===== src/rtl/core/lsis_pkg.sv =====
// lsis_pkg: shared constants, types and saturating helpers for the linear system solver
// no dependencies; used by every module under rtl/core
package lsis_pkg;

    localparam int ORDER  = 4;
    localparam int COLS   = ORDER + 1;
    localparam int CELLS  = ORDER * COLS;
    localparam int VW     = 48;
    localparam int FRAC   = 32;
    localparam int MH     = VW / 2;
    localparam int ADDR_W = $clog2(CELLS);
    localparam int IDX_W  = $clog2(ORDER);
    localparam int COL_W  = $clog2(COLS);
    localparam int TOL_W  = 33;
    localparam int CAP_W  = 16;
    localparam int CFG_W  = 33;

    localparam logic [TOL_W-1:0] TOL_RESET = TOL_W'(4295);
    localparam logic [CAP_W-1:0] CAP_RESET = CAP_W'(1000);

    localparam logic REG_TOL = 1'b0;
    localparam logic REG_CAP = 1'b1;

    typedef logic signed [VW-1:0] t_val;

    localparam t_val VMAX = {1'b0, {(VW-1){1'b1}}};
    localparam t_val VMIN = {1'b1, {(VW-1){1'b0}}};

    typedef enum logic [1:0] {
        ST_CONV = 2'd0,
        ST_ZPIV = 2'd1,
        ST_CAP  = 2'd2
    } t_status;

    typedef enum logic [4:0] {
        S_LOAD, S_CP_RD, S_CP_WR,
        S_PV_RD, S_PV_CHK, S_NM_RD, S_NM_GO, S_NM_WT,
        S_FC_RD, S_FC_GET, S_PR_RD, S_PR_GO, S_PR_WT, S_SUB,
        S_RH_RD, S_RH_GET, S_JA_RD, S_JA_GO, S_JA_WT, S_JB_RD, S_JB_GET, S_JCHK,
        S_RS_RD, S_RS_GET, S_RA_RD, S_RA_GO, S_RA_WT, S_EMIT
    } t_state;

    typedef struct packed {
        logic start;
        t_val a;
        t_val b;
    } t_op_req;

    function automatic t_val sat_add(t_val a, t_val b);
        logic signed [VW:0] s;
        s = {a[VW-1], a} + {b[VW-1], b};
        if (s[VW] != s[VW-1]) return s[VW] ? VMIN : VMAX;
        return s[VW-1:0];
    endfunction

    function automatic t_val sat_sub(t_val a, t_val b);
        logic signed [VW:0] s;
        s = {a[VW-1], a} - {b[VW-1], b};
        if (s[VW] != s[VW-1]) return s[VW] ? VMIN : VMAX;
        return s[VW-1:0];
    endfunction

    function automatic logic [VW-1:0] mag_of(t_val x);
        logic [VW-1:0] u;
        u = x;
        if (u[VW-1]) u = ~u + 1'b1;
        return u;
    endfunction

    function automatic logic [ADDR_W-1:0] cell_addr(logic [COL_W-1:0] r, logic [COL_W-1:0] c);
        int t;
        t = int'(r) * COLS + int'(c);
        return t[ADDR_W-1:0];
    endfunction

endpackage


===== src/rtl/core/lsis_mul.sv =====
// lsis_mul: sequential saturating Q16.32 multiplier, four half-width partial products
// depends on lsis_pkg
module lsis_mul (
    input  logic             i_clk,
    input  logic             i_rst_n,
    input  lsis_pkg::t_op_req i_req,
    output logic             o_done,
    output lsis_pkg::t_val   o_res
);

    logic [lsis_pkg::VW-1:0]   r_ma, r_mb;
    logic                      r_neg;
    logic [2*lsis_pkg::VW-1:0] r_acc;
    logic [1:0]                r_step;
    logic                      r_busy, r_fin, r_done;
    lsis_pkg::t_val            r_res;

    logic [lsis_pkg::MH-1:0]   pa, pb;
    logic [lsis_pkg::VW-1:0]   pp;
    logic [2*lsis_pkg::VW-1:0] pp_ext;
    logic [lsis_pkg::VW-2:0]   mag;
    logic                      over;
    lsis_pkg::t_val            m_val, fin_val;

    always_comb begin
        pa     = r_step[1] ? r_ma[lsis_pkg::VW-1:lsis_pkg::MH] : r_ma[lsis_pkg::MH-1:0];
        pb     = r_step[0] ? r_mb[lsis_pkg::VW-1:lsis_pkg::MH] : r_mb[lsis_pkg::MH-1:0];
        pp     = pa * pb;
        pp_ext = {{lsis_pkg::VW{1'b0}}, pp}
                 << (lsis_pkg::MH * (int'(r_step[1]) + int'(r_step[0])));
        // product bits at or above 2^47 after the fraction shift mean overflow
        over    = |r_acc[2*lsis_pkg::VW-1:lsis_pkg::FRAC+lsis_pkg::VW-1];
        mag     = r_acc[lsis_pkg::FRAC+lsis_pkg::VW-2:lsis_pkg::FRAC];
        m_val   = {1'b0, mag};
        if (over) fin_val = r_neg ? lsis_pkg::VMIN : lsis_pkg::VMAX;
        else      fin_val = r_neg ? -m_val : m_val;
    end

    always_ff @(posedge i_clk) begin
        if (!i_rst_n) begin
            r_busy <= 1'b0;
            r_fin  <= 1'b0;
            r_done <= 1'b0;
            r_step <= 2'd0;
        end else begin
            r_done <= 1'b0;
            if (i_req.start) begin
                r_busy <= 1'b1;
                r_step <= 2'd0;
            end else if (r_busy) begin
                r_step <= r_step + 2'd1;
                if (r_step == 2'd3) begin
                    r_busy <= 1'b0;
                    r_fin  <= 1'b1;
                end
            end else if (r_fin) begin
                r_fin  <= 1'b0;
                r_done <= 1'b1;
            end
        end
    end

    always_ff @(posedge i_clk) begin
        if (i_req.start) begin
            r_ma  <= lsis_pkg::mag_of(i_req.a);
            r_mb  <= lsis_pkg::mag_of(i_req.b);
            r_neg <= i_req.a[lsis_pkg::VW-1] != i_req.b[lsis_pkg::VW-1];
            r_acc <= '0;
        end else if (r_busy) begin
            r_acc <= r_acc + pp_ext;
        end
        if (r_fin) r_res <= fin_val;
    end

    assign o_done = r_done;
    assign o_res  = r_res;

endmodule


===== config.mk =====
export PLATFORM = sky130hd
export DESIGN_NAME = lsis_mul
export DESIGN_NICKNAME = d
export VERILOG_FILES = /design/src/rtl/core/lsis_pkg.sv /design/src/rtl/core/lsis_mul.sv
export SDC_FILE = /design/constraint.sdc
export NUM_CORES = 2
export LEC_CHECK = 0
export BUFFER_PORTS_ARGS = -buffer_cell sky130_fd_sc_hd__buf_2
export CAP_MARGIN = 10
export CORE_MARGIN = 5
export CORE_UTILIZATION = 50
export DETAILED_ROUTE_END_ITERATION = 10
export PLACE_DENSITY = 0.71
export SYNTH_ARGS = -nofsm -noshare
export SYNTH_HDL_FRONTEND = slang
export SYNTH_SLANG_ARGS = --single-unit

===== constraint.sdc =====
create_clock -name i_clk -period 12.88 [get_ports i_clk]
set_input_delay 1.288 -clock i_clk [delete_from_list [all_inputs] [get_ports i_clk]]
set_output_delay 1.288 -clock i_clk [all_outputs]
set_load 0.01 [all_outputs]

==> impl_metrics.toml <==
[sta]
period_needed_ps = 12190
fin_setup_tns_ps = 0
slew_headroom_pct = 17.2
timing.final.crit_share_pct = 94.7
grt_setup_unrepaired = "no"
tightestPinTransition_ps = 1240
skew_ps = 33.5
fmax_mhz = 82.0
slew_violations = 0
final-setup-viol-count = 0
finalHoldViolations = 0

[synth]
synthesis.nets = 5424
syn_avg_cell_area_um2 = 8.42
synth_cell_types = 80
synth_ff_type = "edfxtp_1"
netlist_instances = 4567
yosysSeqAreaShare_pct = 16.6
async_flop_share_pct = 0
syn-cell-area_mm2 = 0.0385
synth_edf_count = 145
yosysWarnings = 0
synth-seq-cells = 246

[place]
io_buffer_count = 147
hpwl_um = 99800
gp_congestion = 1.03

[die]
core-area_mm2 = 0.0761
ioPinCount = 148
die_x_um = 287
rows = 101
dieArea_mm2 = 0.0826
die_y_um = 287
initial_utilization_pct = 50.6

[critical_path]
path_max_fanout = 19
startpoint_type = "flop"
cp_slowest_cell = "mux2i_1"
cpMostUsedCell = "fa_1"
end_kind = "flop"
crit_arrival_ps = 12680
critPathMaxStageDelay_ps = 880
crit_required_ps = 13370
path_class = "flop to flop"

[job]
drv_cap = 0

[global_routing]
antenna_found_initial = 4
grt_pass1_wl_um = 189000
track_usage_pct = 29.2
grt_max_degree = 73
grt_pass1_vias = 32500
grt_overflow = 0

[clocking]
cts_tree = "built"
cts.reportedPaths.clkPinSlew_ps = 60
clock_latency_ps = 610
cts_buffers = 29
hold_buffers = 0
h-tree-depth = 1
clock-sinks = 246
root_buffer = "clkbuf_16"
clock_path_buffers = 3

[finish]
final_cell_mix = "inv_1 (624), nand2_1 (557), nor2_1 (512), fa_1 (483), ha_1 (274)"
fin_nets = 5455
areaGrowthSynthToFinish_pct = 7.51
final_common_cell = "inv_1"
nFillCells = 7108
layout-drive-gt1-share_pct = 8.63

[drt]
vias = 34000
post_drt_wl_per_cell_um = 21.9
detailedRoute.firstPassIterationCount = 8
final_antenna_net_count = 0
drc_errors = 0
finalWirelength_um = 124000
drt-vias-per-instance = 6.02
dr.first_iter.drc_count = 3572

[run_status]
outcome = "completed"

[min_path]
hp-class = "flop to flop"
## flip-flops by register name, summed over array words and instances (netlist names)
name,count
o_res,48
r_fin,1
r_neg,1
r_ma,48
r_mb,48
r_busy,1
r_step,2
r_acc,96
o_done,1
## logic make-up (layout without fill, tap and decap cells)
kind of cell / count (synthesis) / after routing / synth area share [%]
other: 0 / 1 / 0
adder cells (fa/ha/maj): 758 / 758 / 34.1
flip-flops: 246 / 246 / 16.6
AND/OR/NAND/NOR: 1442 / 1442 / 16.5
XOR/XNOR: 237 / 237 / 5.40
buffers and inverters: 857 / 911 / 8.36
AO/OA/AOI/OAI: 853 / 853 / 14.3
multiplexers: 174 / 174 / 4.80
## what timing repair did
item / in CTS / in global routing
buffers inserted: 0 / 0
resized for setup: 0 / 4
setup endpoints to repair: 0 / 13
## worst max-delay path, delay by kind of cell (launching register included)
family                   cells  cell delay (ps)
AO/OA/AOI/OAI               10             2620
XOR/XNOR                     1              230
adder cells (fa/ha/maj)      9             4410
buffers and inverters        8             1030
flip-flops                   1              540
multiplexers                 2             1220
AND/OR/NAND/NOR             10             2030
## metrics by stage
step	std cells	cell area [um2]	utilization (%)	hold WS, ps	setup WS [ps]
after CTS	5649	41300	54.3	497	428
final	5652	41400	54.4	494	689
after global routing	5651	41400	54.4	515	64.0
after global placement	5595	40300	53.0	475	549
after detailed placement	5595	40300	53.0	487	467
after floorplan	4567	38500	-	445	1900
## layer usage
metal  wire [um]  GRT usage, %  vias up
met1       50700          40.9    16700
met3       14500          8.60      323
met5          55             0        -
li1            -             -    15300
met2       53100          43.6     1728
met4        5220          9.89        8
## synth_stat cells, types with 22 or more instances
cell / instances / area share, %
o31ai_1: 41 / 0.80
ha_1: 275 / 8.9
nor3_1: 53 / 0.69
xor2_1: 68 / 1.5
a31oi_1: 34 / 0.55
o21a_1: 22 / 0.43
o21ai_0: 192 / 2.5
mux2i_1: 118 / 3.1
mux2_2: 53 / 1.6
or2_2: 25 / 0.41
xnor2_1: 169 / 3.8
edfxtp_1: 145 / 11
nor2_1: 512 / 5.0
a21o_1: 86 / 1.7
fa_1: 483 / 25
o22ai_1: 25 / 0.41
a21oi_1: 220 / 2.9
clkbuf_1: 222 / 2.2
inv_1: 624 / 6.1
nand4_1: 51 / 0.83
nand3_1: 48 / 0.62
or3_1: 35 / 0.57
and2_1: 24 / 0.39
o21bai_1: 35 / 0.68
o211ai_1: 27 / 0.53
nand2_1: 557 / 5.4
dfxtp_1: 101 / 5.3
and3_1: 22 / 0.36
## layout make-up
cell class / instances / area (um2) / area share [%]
Multi-Input combinational cell: 3464 / 28900 / 69.9
Sequential cell: 246 / 6390 / 15.4
Inverter: 625 / 2350 / 5.67
Timing Repair Buffer: 232 / 1380 / 3.34
Tap cell: 1030 / 1290 / 3.12
Clock buffer: 39 / 793 / 1.92
Clock inverter: 15 / 236 / 0.572
Antenna cell: 1 / 2.50 / 0.00605
## worst paths after layout
kind	start	endpoint	slack (ps)	depth (start not counted)
hold reg to reg	r_acc[16]	r_acc[16]	490	2
hold / removal	r_acc[16]	r_acc[16]	490	2
setup / recovery	r_step[0]	r_acc[95]	690	40
setup reg to reg	r_step[0]	r_acc[95]	690	40
Power is not shown: default switching activity piles up to over one toggle a cycle in this logic, so the estimate is an artifact.
