$ cat src/rtl/core/lsis_pkg.sv
// lsis_pkg: shared constants, types and saturating helpers for the linear system solver
// no dependencies; used by every module under rtl/core
package lsis_pkg;

    localparam int ORDER  = 4;
    localparam int COLS   = ORDER + 1;
    localparam int CELLS  = ORDER * COLS;
    localparam int VW     = 48;
    localparam int FRAC   = 32;
    localparam int MH     = VW / 2;
    localparam int ADDR_W = $clog2(CELLS);
    localparam int IDX_W  = $clog2(ORDER);
    localparam int COL_W  = $clog2(COLS);
    localparam int TOL_W  = 33;
    localparam int CAP_W  = 16;
    localparam int CFG_W  = 33;

    localparam logic [TOL_W-1:0] TOL_RESET = TOL_W'(4295);
    localparam logic [CAP_W-1:0] CAP_RESET = CAP_W'(1000);

    localparam logic REG_TOL = 1'b0;
    localparam logic REG_CAP = 1'b1;

    typedef logic signed [VW-1:0] t_val;

    localparam t_val VMAX = {1'b0, {(VW-1){1'b1}}};
    localparam t_val VMIN = {1'b1, {(VW-1){1'b0}}};

    typedef enum logic [1:0] {
        ST_CONV = 2'd0,
        ST_ZPIV = 2'd1,
        ST_CAP  = 2'd2
    } t_status;

    typedef enum logic [4:0] {
        S_LOAD, S_CP_RD, S_CP_WR,
        S_PV_RD, S_PV_CHK, S_NM_RD, S_NM_GO, S_NM_WT,
        S_FC_RD, S_FC_GET, S_PR_RD, S_PR_GO, S_PR_WT, S_SUB,
        S_RH_RD, S_RH_GET, S_JA_RD, S_JA_GO, S_JA_WT, S_JB_RD, S_JB_GET, S_JCHK,
        S_RS_RD, S_RS_GET, S_RA_RD, S_RA_GO, S_RA_WT, S_EMIT
    } t_state;

    typedef struct packed {
        logic start;
        t_val a;
        t_val b;
    } t_op_req;

    function automatic t_val sat_add(t_val a, t_val b);
        logic signed [VW:0] s;
        s = {a[VW-1], a} + {b[VW-1], b};
        if (s[VW] != s[VW-1]) return s[VW] ? VMIN : VMAX;
        return s[VW-1:0];
    endfunction

    function automatic t_val sat_sub(t_val a, t_val b);
        logic signed [VW:0] s;
        s = {a[VW-1], a} - {b[VW-1], b};
        if (s[VW] != s[VW-1]) return s[VW] ? VMIN : VMAX;
        return s[VW-1:0];
    endfunction

    function automatic logic [VW-1:0] mag_of(t_val x);
        logic [VW-1:0] u;
        u = x;
        if (u[VW-1]) u = ~u + 1'b1;
        return u;
    endfunction

    function automatic logic [ADDR_W-1:0] cell_addr(logic [COL_W-1:0] r, logic [COL_W-1:0] c);
        int t;
        t = int'(r) * COLS + int'(c);
        return t[ADDR_W-1:0];
    endfunction

endpackage

$ cat src/rtl/core/lsis_div.sv
// lsis_div: restoring divider, one quotient bit per cycle, saturating Q16.32 quotient
// depends on lsis_pkg
module lsis_div (
    input  logic             i_clk,
    input  logic             i_rst_n,
    input  lsis_pkg::t_op_req i_req,
    output logic             o_done,
    output lsis_pkg::t_val   o_res
);

    localparam int DW = lsis_pkg::VW + lsis_pkg::FRAC;
    localparam int CW = $clog2(DW);

    logic [DW-1:0]           r_dvd;
    logic [lsis_pkg::VW-1:0] r_rem, r_dsr, r_q;
    logic                    r_over, r_neg;
    logic [CW-1:0]           r_cnt;
    logic                    r_busy, r_fin, r_done;
    lsis_pkg::t_val          r_res;

    logic [lsis_pkg::VW:0]   rem2, rem_n;
    logic                    ge;
    lsis_pkg::t_val          q_val, fin_val;

    always_comb begin
        rem2  = {r_rem, r_dvd[DW-1]};
        ge    = rem2 >= {1'b0, r_dsr};
        rem_n = ge ? rem2 - {1'b0, r_dsr} : rem2;
        q_val = r_q;
        if (r_over || r_q[lsis_pkg::VW-1]) fin_val = r_neg ? lsis_pkg::VMIN : lsis_pkg::VMAX;
        else                               fin_val = r_neg ? -q_val : q_val;
    end

    always_ff @(posedge i_clk) begin
        if (!i_rst_n) begin
            r_busy <= 1'b0;
            r_fin  <= 1'b0;
            r_done <= 1'b0;
            r_cnt  <= '0;
        end else begin
            r_done <= 1'b0;
            if (i_req.start) begin
                r_busy <= 1'b1;
                r_cnt  <= '0;
            end else if (r_busy) begin
                r_cnt <= r_cnt + 1'b1;
                if (r_cnt == CW'(DW - 1)) begin
                    r_busy <= 1'b0;
                    r_fin  <= 1'b1;
                end
            end else if (r_fin) begin
                r_fin  <= 1'b0;
                r_done <= 1'b1;
            end
        end
    end

    always_ff @(posedge i_clk) begin
        if (i_req.start) begin
            r_dvd  <= {lsis_pkg::mag_of(i_req.a), {lsis_pkg::FRAC{1'b0}}};
            r_dsr  <= lsis_pkg::mag_of(i_req.b);
            r_neg  <= i_req.a[lsis_pkg::VW-1] != i_req.b[lsis_pkg::VW-1];
            r_rem  <= '0;
            r_q    <= '0;
            r_over <= 1'b0;
        end else if (r_busy) begin
            r_rem  <= rem_n[lsis_pkg::VW-1:0];
            r_dvd  <= r_dvd << 1;
            r_q    <= {r_q[lsis_pkg::VW-2:0], ge};
            // sticky: a quotient bit leaving the register means saturation
            r_over <= r_over | r_q[lsis_pkg::VW-1];
        end
        if (r_fin) r_res <= fin_val;
    end

    assign o_done = r_done;
    assign o_res  = r_res;

endmodule

$ cat config.mk
export PLATFORM = sky130hd
export DESIGN_NAME = lsis_div
export DESIGN_NICKNAME = d
export VERILOG_FILES = /design/src/rtl/core/lsis_pkg.sv /design/src/rtl/core/lsis_div.sv
export SDC_FILE = /design/constraint.sdc
export NUM_CORES = 1
export LEC_CHECK = 0
export ABC_AREA = 1
export BUFFER_PORTS_ARGS = -buffer_cell sky130_fd_sc_hd__buf_2
export CAP_MARGIN = 20
export CORE_ASPECT_RATIO = 0.8
export CORE_MARGIN = 4
export CORE_UTILIZATION = 56
export DETAILED_ROUTE_END_ITERATION = 16
export GPL_TIMING_DRIVEN = 0
export PLACE_DENSITY = 0.75
export SLEW_MARGIN = 20
export SYNTH_ARGS = -nofsm -noshare
export SYNTH_HDL_FRONTEND = slang
export SYNTH_SLANG_ARGS = --single-unit
export TNS_END_PERCENT = 1
$ cat constraint.sdc
create_clock -name i_clk -period 4.2 [get_ports i_clk]
set_clock_uncertainty 0.15 [all_clocks]
set_input_delay 0.84 -clock i_clk [delete_from_list [all_inputs] [get_ports i_clk]]
set_output_delay 0.84 -clock i_clk [all_outputs]
set_load 0.03 [all_outputs]
==> results of run 1 <==
==> through the flow <==
step / setup slack (ps) / cells / utilization, % / hold WS (ps)
finish: 1210 / 3346 / 64.3 / 326
global route: 975 / 3346 / 64.3 / 359
CTS: 1140 / 3346 / 64.3 / 331
detailed placement: 548 / 3296 / 61.6 / 313
global placement: -925 / 3294 / 61.4 / 300
floorplan: 1090 / 2728 / - / 287
==> registers in the layout (all words and copies together) (netlist names) <==
signal,count
r_over,1
r_dsr,48
q_val,48
r_dvd,48
r_rem,48
r_fin,1
r_cnt,7
o_res,48
o_done,1
r_busy,1
r_neg,1
==> logic make-up (layout without fill, tap and decap cells) <==
| kind of cell | after synthesis | in the layout | synth area share [%] |
|---|---|---|---|
| AND/OR/NAND/NOR | 1465 | 1465 | 34.3 |
| XOR/XNOR | 143 | 143 | 6.84 |
| adder cells (fa/ha/maj) | 53 | 53 | 3.66 |
| buffers and inverters | 576 | 774 | 12.3 |
| flip-flops | 252 | 252 | 35.5 |
| AO/OA/AOI/OAI | 239 | 239 | 7.42 |
==> layout make-up <==
| class | instances | area [sq um] | area share [%] |
|---|---|---|---|
| multi-input cells | 1900 | 9560 | 46.6 |
| repair buffers | 148 | 781 | 3.81 |
| clock buffers | 28 | 679 | 3.32 |
| flip-flops and latches | 252 | 6500 | 31.7 |
| clock inverters | 22 | 190 | 0.928 |
| plain buffers | 82 | 403 | 1.97 |
| well taps | 420 | 526 | 2.57 |
| inverters | 494 | 1850 | 9.05 |
==> routing by layer <==
| layer | GRT usage [%] | up-vias |
|---|---|---|
| li1 | - | 9033 |
| met1 | 49.1 | 8522 |
| met2 | 44.9 | 1093 |
| met3 | 9.68 | 97 |
| met4 | 7.12 | 0 |
| met5 | 0 | - |
==> cells in the final DEF (no fill, tap or decap), types with 4 or more instances in the layout <==
cell / count
o31ai_1: 8
nor2_1: 308
buf_6: 5
nand4_1: 97
nor4_1: 13
clkbuf_16: 27
o21ai_0: 81
ha_1: 52
inv_6: 6
nand2_2: 8
and2_1: 4
nor2_2: 15
clkinv_1: 7
xnor2_1: 18
buf_1: 8
a31oi_1: 20
nand3b_1: 8
o22ai_1: 46
nor3_2: 4
clkbuf_1: 54
nand3_1: 183
buf_4: 7
a21oi_1: 58
xor2_1: 125
inv_1: 485
nand2_1: 767
o21ai_1: 9
buf_2: 152
inv_2: 9
nor3_1: 40
o21bai_1: 6
o21ai_2: 4
edfxtp_1: 145
clkinv_2: 4
dfxtp_1: 106
or2_2: 6
==> worst max-delay path by stage <==
stage	start	end	slack [ps]	cells after the start
2_1_floorplan	i_req[96]	r_dvd[32]$_SDFFCE_PN0P_	1090	3
3_3_place_gp	i_req[96]	r_dvd[60]$_DFFE_PP_	-920	4
3_5_place_dp	i_req[96]	q_val[20]$_SDFFE_PP0P_	550	6
4_1_cts	i_req[96]	q_val[13]$_SDFFE_PP0P_	1140	6
5_1_grt	r_dsr[11]$_DFFE_PP_	r_rem[46]$_SDFFE_PP0P_	980	15
6_report	r_dsr[11]$_DFFE_PP_	r_rem[46]$_SDFFE_PP0P_	1210	15
==> worst min-delay path, cell delays in order (launching register included) <==
cell and delay, ps:
dfxtp_1 330, a21oi_1 40, nor2_1 70
==> power by group through the flow <==
| stage | sequential, mW | clock, mW | combinational, mW |
|---|---|---|---|
| after floorplan | 2.81 | 0 | 0.506 |
| after global placement | 2.81 | 0 | 0.821 |
| after detailed placement | 2.82 | 0 | 0.837 |
| after CTS | 2.76 | 2.40 | 0.841 |
| after global routing | 2.77 | 2.52 | 0.950 |
| final | 2.76 | 2.38 | 0.872 |
==> reports/qor.csv, run 1 <==
stage,metric,value,unit
timing,Final Setup Violations,0,
hold_path,HP Class,register to register,
pwr,sw frac,28.6,%
cts,H-tree depth,1,
hold_path,hold path startpoint,r_over$_SDFFE_PP0P_,
cts,"Setup Fix Bufs, Post-CTS",0,
hold_path,Worst Hold Path EP,r_over$_SDFFE_PP0P_,
cts,worst-skew pair later-pin latency,580,ps
final_layout,n_diodes,0,
synth,sequential-to-total area share from yosys stat,35.5,%
synth,Mapped Avg Cell Area,6.71,sq um
synth,synth cell count leaders,"767 x nand2_1, 485 x inv_1, 308 x nor2_1",
worst_setup_path,worst path required time,4530,ps
synth,Synth top area share,23.8,%
worst_setup_path,CP bufs+invs,2,
global_routing,first-pass GRT wire length,91.4,mm
floorplanning,row cnt,58,
synth,most common cell in the netlist,nand2_1,
drt,Vias/cell,5.60,
worst_setup_path,CP Max Fanout,10,
floorplanning,die extent in x,210,microns
worst_setup_path,Worst setup SP type,register,
timing,Worst Max-Slew Pin Slew,733,ps
drt,DR pass1 iterations,6,
hold_path,Hold Path Cell Cnt,2,
drt,wire per inst,17.7,microns
cts,Sink Count,252,
synth,Post-synth EDFFs,145,
cts,Clock Path Buffers,3,
final_layout,synthesis-to-layout area growth,11.9,%
final_layout,nets,3057,
cts,clock root cell,clkbuf_16,
timing,Period minus WS final,2990,ps
pwr,Worst IR Drop VDD,0.255,mV
cts,CTS resizes,0,
worst_setup_path,worst r2r src,r_dsr[11]$_DFFE_PP_,
worst_setup_path,family with the most delay on the worst path,simple AND/OR/NAND/NOR gates,
cts,CTS tree,done,
drt,DRC Markers,0,
worst_setup_path,crit-path max cell delay,460,ps
worst_setup_path,Critical R2R Capture,r_rem[46]$_SDFFE_PP0P_,
global_routing,vias in the first global route,16900,
worst_setup_path,cells along the critical path,inv_1 -> ha_1 -> nand2_1 -> nor2_1 -> nand2_1 -> nor2_1 -> nand2_1 -> nand3_1 -> nor2_2 -> nand2_4 -> buf_4 -> nand3_1 -> nor2_1 -> nor2_1 -> nor2_1,
place,GP Congestion,1.08,
pwr,Logic pwr share,14.5,%
cts,CTS buffer count,27,
timing,Slew Limit Fails,0,
pwr,part of the power in registers,45.9,%
timing,Setup TNS,0,ps
pwr,Final Power,6.01,mW
worst_setup_path,CP max-delay cell,nor2_1,
floorplanning,I/O pins,148,
worst_setup_path,R2R Setup Slk,1210,ps
floorplanning,core area,31900,sq um
drt,met1 wire length,26.5,mm
drt,via count,18700,
synth,Post-synth ARST share,0,%
cts,clock slew at reported path FFs,70,ps
pwr,Pint,4.29,mW
synth,Synth Instances,2728,
final_layout,Layout fillers,2991,
pwr,P_sw,1.72,mW
synth,"area leader, netlist",edfxtp_1,
drt,met2 WL,23.5,mm
floorplanning,Initial Util,57.5,%
timing,RSZ-0062 raised after global routing,false,
worst_setup_path,Reg2Reg Depth,15,
cts,CTS Hold Bufs,0,
timing,fin crit share,71.3,%
synth,ys flop type,edfxtp_1,
synth,Synth Warn #,0,
synth,#FFs+latches synth,252,
synth,syn_nets,2880,
synth,synth top area cells,"edfxtp_1 24%, nand2_1 16%, dfxtp_1 12%",
run,Max-Cap Viols,0,
worst_setup_path,critical path arrival,3320,ps
pwr,power per cell area,294,nW/um^2
drt,drt total wl,59.3,mm
synth,Mapped Area,18300,sq um
drt,"antenna viol nets, final",0,
synth,distinct cell type count after synthesis,48,
pwr,Clock Power Share,39.5,%
drt,initial DRC count,2245,
pwr,Pleak,10.6,nW
drt,met3 WL post-DR,8.19,mm
timing,FMAX,334,MHz
place,Final HPWL DP,47.2,mm
worst_setup_path,CP most frequent cell,nor2_1,
timing,Slew headroom,51.2,%
global_routing,pin count of the biggest net entering global routing,56,
place,port buffer count,146,
floorplanning,Chip Height,170,microns
place,"Cell Area, Placed",19600,sq um
timing,final hold violation count,0,
global_routing,All-Layer GR Usage,32.2,%
outcome,status,completed,
drt,Top Metal Used,met4,
global_routing,total grt overflow,0,
worst_setup_path,Worst setup EP type,register,
global_routing,antenna violations before repair,0,
final_layout,layout cells sized above 1,9.13,%
worst_setup_path,CP Class,register to register,
final_layout,Post-Layout Inst Area,20500,sq um
floorplanning,Die Area,35700,sq um
(Power assumes the default switching activity.)
==> inputs of run 2 (changes only) <==
ABC_AREA = 0   (was 1)
CORE_UTILIZATION = 55   (was 56)
PLACE_DENSITY = 0.78   (was 0.75)
clock period = 2.4 ns   (was 4.2 ns; I/O delays follow)
==> run 2 against run 1 <==
The flow now finishes with violations (setup timing). Synthesized area is 16% lower. Power up 110%. Wire length fell by 25%. Critical path type is now input port to register. Register-to-register slack worse by 2500 ps. Critical endpoint is now r_dvd[77]$_DFFE_PP_. Non-clock buffer count rose by 40.
==> reports/qor.csv, run 2 <==
stage,metric,value,unit,change
outcome,status,"complete, but fails checks",,
pwr,power per cell area,686,nW/um^2,+130%
timing,fin crit share,157,%,
synth,Mapped Area,15400,sq um,-16%
hold_path,Worst Hold Path EP,o_done$_SDFF_PP0_,,
synth,#FFs+latches synth,252,,unchanged
cts,clock root cell,clkbuf_16,,
place,port buffer count,147,,+0.68%
global_routing,first-pass GRT wire length,68.8,mm,-25%
cts,clock slew at reported path FFs,60,ps,about the same
floorplanning,core area,27400,sq um,-14%
worst_setup_path,Worst setup SP type,input port,,
run,Max-Cap Viols,0,,unchanged
final_layout,"commonest cells after routing, fill and taps aside","217 x nor2_1, 192 x nand2_1, 152 x buf_2, 145 x edfxtp_1, 107 x a21oi_1",,
global_routing,antenna violations before repair,1,,+1
synth,distinct cell type count after synthesis,71,,+48%
global_routing,total grt overflow,0,,unchanged
timing,fin worst setup slack,-1360,ps,-2560 ps
synth,Synth top area share,28.3,%,+4.5 points
floorplanning,Initial Util,56.1,%,-1.4 points
place,Final HPWL DP,31.4,mm,-33%
drt,DRC Markers,0,,unchanged
final_layout,final std cells w/o fill,2313,,-31%
worst_setup_path,Critical R2R Capture,r_rem[44]$_SDFFE_PP0P_,,
synth,Synth Instances,1733,,-36%
global_routing,vias in the first global route,13100,,-23%
worst_setup_path,worst r2r src,r_dsr[22]$_DFFE_PP_,,
pwr,Final Power,12.8,mW,+110%
hold_path,Hold Path Cell Cnt,3,,+1
final_layout,"commonest non-fill, non-tap cell in the layout",nor2_1,,
drt,"antenna viol nets, final",0,,unchanged
timing,Worst Max-Slew Pin Slew,732,ps,-0.310 ps
timing,Setup TNS,-78570,ps,-78570 ps
floorplanning,die extent in x,195,microns,-7.2%
drt,initial DRC count,1418,,-37%
worst_setup_path,cells along the critical path,buf_2 -> nor4_4 -> nand3_2 -> or3_4 -> or2_4 -> or4_4 -> or3b_4 -> or4_4 -> o31ai_1 -> xor2_1 -> a21oi_1,,
timing,FMAX,266,MHz,
worst_setup_path,CP Max Fanout,7,,-3
synth,ys flop type,edfxtp_1,,
timing,worst hold margin,56.7,ps,-269 ps
place,"Cell Area, Placed",16600,sq um,-15%
timing,Final Setup Violations,102,,+102
place,Placed Cells,2245,,-32%
synth,Mapped Avg Cell Area,8.88,sq um,+32%
synth,syn_nets,1885,,-35%
floorplanning,row cnt,54,,-6.9%
pwr,Pleak,7.40,nW,-30%
final_layout,final core occ,68.1,%,+3.8 points
synth,synth top area cells,"edfxtp_1 28%, dfxtp_1 14%, nor2_1 5.3%",,
worst_setup_path,R2R Setup Slk,-1290,ps,-2500 ps
cts,H-tree depth,1,,unchanged
timing,Slew Limit Fails,0,,unchanged
synth,most common cell in the netlist,nor2_1,,
floorplanning,Chip Height,158,microns,-7.1%
hold_path,HP Class,input port to register,,
cts,CTS tree,done,,
worst_setup_path,worst path required time,2520,ps,-2010 ps
worst_setup_path,CP max-delay cell,or4_4,,
final_layout,n_diodes,0,,unchanged
drt,Vias/cell,6.16,,+9.9%
cts,Clock Path Buffers,3,,unchanged
synth,"area leader, netlist",edfxtp_1,,
timing,Slew headroom,51.2,%,about the same
pwr,Worst IR Drop VDD,0.543,mV,+110%
place,GP Congestion,0.981,,-9.3%
drt,DR pass1 iterations,7,,+1
hold_path,hold path startpoint,i_rst_n,,
final_layout,layout cells sized above 1,20.4,%,+11 points
worst_setup_path,Worst setup EP type,register,,
final_layout,nets,2081,,-32%
synth,Post-synth ARST share,0,%,unchanged
worst_setup_path,CP most frequent cell,or4_4,,
timing,Period minus WS final,3760,ps,
global_routing,pin count of the biggest net entering global routing,51,,-8.9%
timing,final hold violation count,0,,unchanged
worst_setup_path,Reg2Reg Depth,12,,-3
floorplanning,I/O pins,148,,unchanged
outcome,failing checks,setup timing,,
worst_setup_path,critical path arrival,3880,ps,+560 ps
floorplanning,Die Area,30700,sq um,-14%
cts,worst-skew pair later-pin latency,550,ps,-30 ps
synth,sequential-to-total area share from yosys stat,42.2,%,+6.7 points
drt,drt total wl,44.2,mm,-25%
drt,wire per inst,19.1,microns,+7.9%
synth,synth cell count leaders,"218 x nor2_1, 195 x nand2_1, 145 x edfxtp_1",,
synth,Post-synth EDFFs,145,,unchanged
cts,Sink Count,252,,unchanged
final_layout,synthesis-to-layout area growth,21.5,%,
place,pre-CTS WS,-2240,ps,-2780 ps
timing,RSZ-0062 raised after global routing,true,,
drt,via count,14200,,-24%
cts,CTS buffer count,26,,-3.7%
global_routing,All-Layer GR Usage,27.2,%,-5.0 points
synth,Synth Warn #,0,,unchanged
final_layout,Post-Layout Inst Area,18700,sq um,-8.8%
worst_setup_path,crit-path max cell delay,600,ps,+140 ps
worst_setup_path,CP Class,input port to register,,
## run 2: changes by cell type in the layout (fill, tap and decap cells not counted), moves of 53 or more
cell	delta
nand3_1	-168
xor2_1	-59
xnor2_1	+53
nand2_1	-575
nand4_1	-76
inv_1	-414
nor2_1	-91
## run 2: logic make-up (layout without fill, tap and decap cells)
| family | after synthesis | in the layout | share of synthesized area [%] |
|---|---|---|---|
| flip-flops | 252 | 252 | 42.2 |
| AO/OA/AOI/OAI | 437 | 437 | 18.9 |
| buffers and inverters | 176 | 392 | 4.37 |
| adder cells (fa/ha/maj) | 53 | 53 | 4.36 |
| AND/OR/NAND/NOR | 624 | 624 | 18.8 |
| XOR/XNOR | 138 | 138 | 7.86 |
| multiplexers | 53 | 53 | 3.49 |
## run 2: layout make-up
type                       count  area, sq um
multi-input combinational   1305         9030
fill                        2150         8740
clock buffer                  33          708
clock inverter                15          238
timing repair buffer         177         1000
inverter                      74          278
buffer                        93          472
tap                          364          455
sequential                   252         6500
## run 2: layer usage
metal	vias up	global-route usage (%)	share of wire [%]
li1	6703	-	-
met1	6662	41.0	44
met2	783	39.9	42
met3	94	5.51	12
met4	2	7.44	2.4
met5	-	0	0.016
## run 2: worst max path at each step
stage                        startpoint  cells after the start                     end  slack (ps)
CTS                 r_dsr[23]$_DFFE_PP_                     12  r_rem[44]$_SDFFE_PP0P_       -1250
floorplan                     i_req[60]                     10     r_dvd[73]$_DFFE_PP_       -1530
finish                        i_req[52]                     11     r_dvd[77]$_DFFE_PP_       -1360
global route                  i_req[52]                     11     r_dvd[77]$_DFFE_PP_       -1440
global placement    r_dsr[22]$_DFFE_PP_                     13  r_rem[44]$_SDFFE_PP0P_       -2250
detailed placement  r_dsr[22]$_DFFE_PP_                     13  r_rem[44]$_SDFFE_PP0P_       -2240
## run 2: repair_timing
item / CTS / global route
setup buffers: 18 / 10
hold endpoints to repair: 1 / 0
hold buffers: 1 / 0
pin swaps: 34 / 34
resized for setup: 156 / 83
cloned: 0 / 0
endpoints found under the setup margin: 200 / 148
## run 2: critical path, delay by kind of cell
family / cells / cell delay [ps]
buf+inv: 1 / 130
compound gates: 2 / 440
simple gates: 7 / 2590
xor+xnor: 1 / 220
## run 2: where the power goes
group          internal, mW  switching [mW]  total (mW)
registers              4.89           0.164        5.06
logic                  1.29            1.96        3.26
clock network          2.74            1.76        4.51
==> inputs of run 3 (changes only) <==
CORE_ASPECT_RATIO = unset   (was 0.8)
==> run 3 against run 2 <==
The flow still finishes with violations (setup timing). Sequential share of layout area up 0.13 points. Count of clock-buffer cells in the layout is 1 lower. Combinational power decreased by 2%.
==> reports/qor.csv, run 3 (synthesis results as in run 2) <==
stage,metric,value,unit,change
worst_setup_path,CP bufs+invs,1,,unchanged
final_layout,final core occ,68.3,%,+0.21 points
pwr,Pleak,7.39,nW,-0.12%
cts,Sink Count,252,,unchanged
drt,"antenna viol nets, final",0,,unchanged
outcome,status,"complete, but fails checks",,
floorplanning,I/O pins,148,,unchanged
drt,wire per inst,18.1,microns,-5.3%
pwr,Worst IR Drop VDD,0.581,mV,+7.0%
timing,Slew Limit Fails,0,,unchanged
place,pre-CTS WS,-2200,ps,+31.5 ps
drt,via count,13900,,-2.2%
final_layout,"commonest non-fill, non-tap cell in the layout",nor2_1,,
cts,Clock Path Buffers,3,,unchanged
worst_setup_path,CP Class,input port to register,,
floorplanning,core area,27300,sq um,-0.66%
worst_setup_path,CP max-delay cell,or4_4,,
drt,DR pass1 iterations,6,,-1
floorplanning,die extent in x,175,microns,-10%
run,Max-Cap Viols,0,,unchanged
global_routing,first-pass GRT wire length,66.7,mm,-3.1%
place,port buffer count,147,,unchanged
timing,fin worst setup slack,-1220,ps,+137 ps
timing,Final Setup Violations,101,,-0.98%
global_routing,antenna violations before repair,1,,unchanged
worst_setup_path,Worst setup SP type,input port,,
final_layout,synthesis-to-layout area growth,21.1,%,
drt,drt total wl,41.8,mm,-5.4%
floorplanning,Die Area,30700,sq um,about the same
cts,H-tree depth,1,,unchanged
worst_setup_path,worst path required time,2520,ps,about the same
place,Placed Cells,2253,,+0.36%
final_layout,"commonest cells after routing, fill and taps aside","218 x nor2_1, 191 x nand2_1, 150 x buf_2, 145 x edfxtp_1, 105 x a21oi_1",,
worst_setup_path,cells along the critical path,buf_6 -> or4_4 -> or3_4 -> or2_4 -> or4_4 -> or3b_4 -> or4_4 -> o31ai_1 -> xor2_1 -> a21oi_1,,
final_layout,layout cells sized above 1,20.2,%,-0.19 points
floorplanning,Chip Height,175,microns,+11%
cts,clock slew at reported path FFs,60,ps,about the same
outcome,failing checks,setup timing,,
final_layout,nets,2069,,-0.58%
global_routing,vias in the first global route,13300,,+1.6%
worst_setup_path,critical path arrival,3740,ps,-140 ps
global_routing,pin count of the biggest net entering global routing,51,,unchanged
cts,CTS buffer count,27,,+3.8%
timing,Worst Max-Slew Pin Slew,763,ps,+30.6 ps
timing,fin crit share,151,%,-5.7 points
floorplanning,Initial Util,56.5,%,+0.37 points
floorplanning,row cnt,60,,+11%
global_routing,total grt overflow,0,,unchanged
place,Final HPWL DP,29.8,mm,-5.1%
drt,initial DRC count,1325,,-6.6%
worst_setup_path,crit-path max cell delay,590,ps,about the same
worst_setup_path,Worst setup EP type,register,,
global_routing,All-Layer GR Usage,26.0,%,-1.2 points
cts,worst-skew pair later-pin latency,540,ps,about the same
timing,final hold violation count,0,,unchanged
hold_path,HP Class,input port to register,,
timing,Slew headroom,49.1,%,-2.0 points
place,GP Congestion,0.954,,-2.8%
cts,clock root cell,clkbuf_16,,
final_layout,Layout fillers,2160,,+0.47%
pwr,power per cell area,672,nW/um^2,-2.0%
timing,FMAX,276,MHz,+3.8%
timing,RSZ-0062 raised after global routing,true,,
timing,Period minus WS final,3620,ps,-137 ps
drt,DRC Markers,0,,unchanged
final_layout,final std cells w/o fill,2311,,-0.086%
cts,CTS tree,done,,
worst_setup_path,family with the most delay on the worst path,simple AND/OR/NAND/NOR gates,,
drt,Vias/cell,6.03,,-2.2%
worst_setup_path,CP most frequent cell,or4_4,,
pwr,Final Power,12.5,mW,-2.3%
worst_setup_path,CP Max Fanout,7,,unchanged
-- run 3: cell types whose count changed in the layout (fill, tap and decap cells not counted), sizes merged --
cell / previous run / this run
clkinv: 6 / 12
clkbuf: 109 / 112
inv: 75 / 76
diode: 0 / 1
bufinv: 6 / 3
buf: 193 / 176
clkinvlp: 2 / 1
-- run 3: where the power goes --
part | leakage (nW) | switching (mW) | internal, mW | total, mW
combinational | 4.65 | 1.89 | 1.29 | 3.18
sequential | 2.27 | 0.153 | 4.89 | 5.05
clock | 0.470 | 1.74 | 2.56 | 4.30
total | 7.39 | 3.78 | 8.74 | 12.5
-- run 3: worst register-to-register path, delay by kind of cell (launching register included) --
| kind | cells | cell delay (ps) |
|---|---|---|
| buffers and inverters | 2 | 210 |
| DFF | 1 | 380 |
| adders and majority gates | 1 | 310 |
| AOI/OAI and AO/OA | 6 | 1000 |
| and+or+nand+nor | 4 | 1450 |
-- run 3: worst paths after layout --
| kind | slack (ps) | cells past startpoint | start | endpoint |
|---|---|---|---|---|
| worst max-delay path | -1220 | 10 | i_req[61] | r_dvd[77]$_DFFE_PP_ |
| worst min-delay path | 60 | 3 | i_rst_n | o_done$_SDFF_PP0_ |
| worst max register to register | -1180 | 13 | r_dsr[24]$_DFFE_PP_ | r_rem[44]$_SDFFE_PP0P_ |
| worst min register to register | 340 | 2 | r_over$_SDFFE_PP0P_ | r_over$_SDFFE_PP0P_ |
-- run 3: per-stage QoR --
| stage | cell area [sq um] | hold slack [ps] | TNS, ps |
|---|---|---|---|
| 2_1_floorplan | 15400 | 302 | -80350 |
| 4_1_cts | 18400 | 44.8 | -64740 |
| 5_1_grt | 18600 | 50.2 | -85650 |
| 3_3_place_gp | 16600 | 318 | -251900 |
| 3_5_place_dp | 16600 | 328 | -258410 |
| 6_report | 18600 | 57.2 | -68850 |
-- run 3: layer usage --
layer	up-vias	GRT usage (%)	wire [microns]	part of all wire, %
met5	-	0	0	0
li1	6670	-	-	-
met4	0	8.64	1120	2.7
met2	576	44.0	19900	47
met1	6584	34.5	17900	43
met3	95	3.46	2920	7.0
-- run 3: final cells by class --
class	count	area, sq um	share of cell area [%]
Clock inverter	18	190	1.02
Sequential cell	252	6510	34.9
Inverter	74	278	1.49
Tap cell	372	465	2.50
Antenna cell	1	2.50	0.0134
Buffer	90	479	2.57
Multi-Input combinational cell	1305	9020	48.4
Timing Repair Buffer	167	935	5.02
Clock buffer	32	747	4.01
-- run 3: what timing repair did --
| item | in CTS | in global routing |
|---|---|---|
| hold buffers | 1 | 0 |
| gates resized for setup | 184 | 54 |
| pin swaps | 41 | 14 |
| endpoints found under the setup margin | 252 | 152 |
| setup buffers | 15 | 1 |
| gates cloned | 2 | 0 |
| hold endpoints to repair | 1 | 0 |
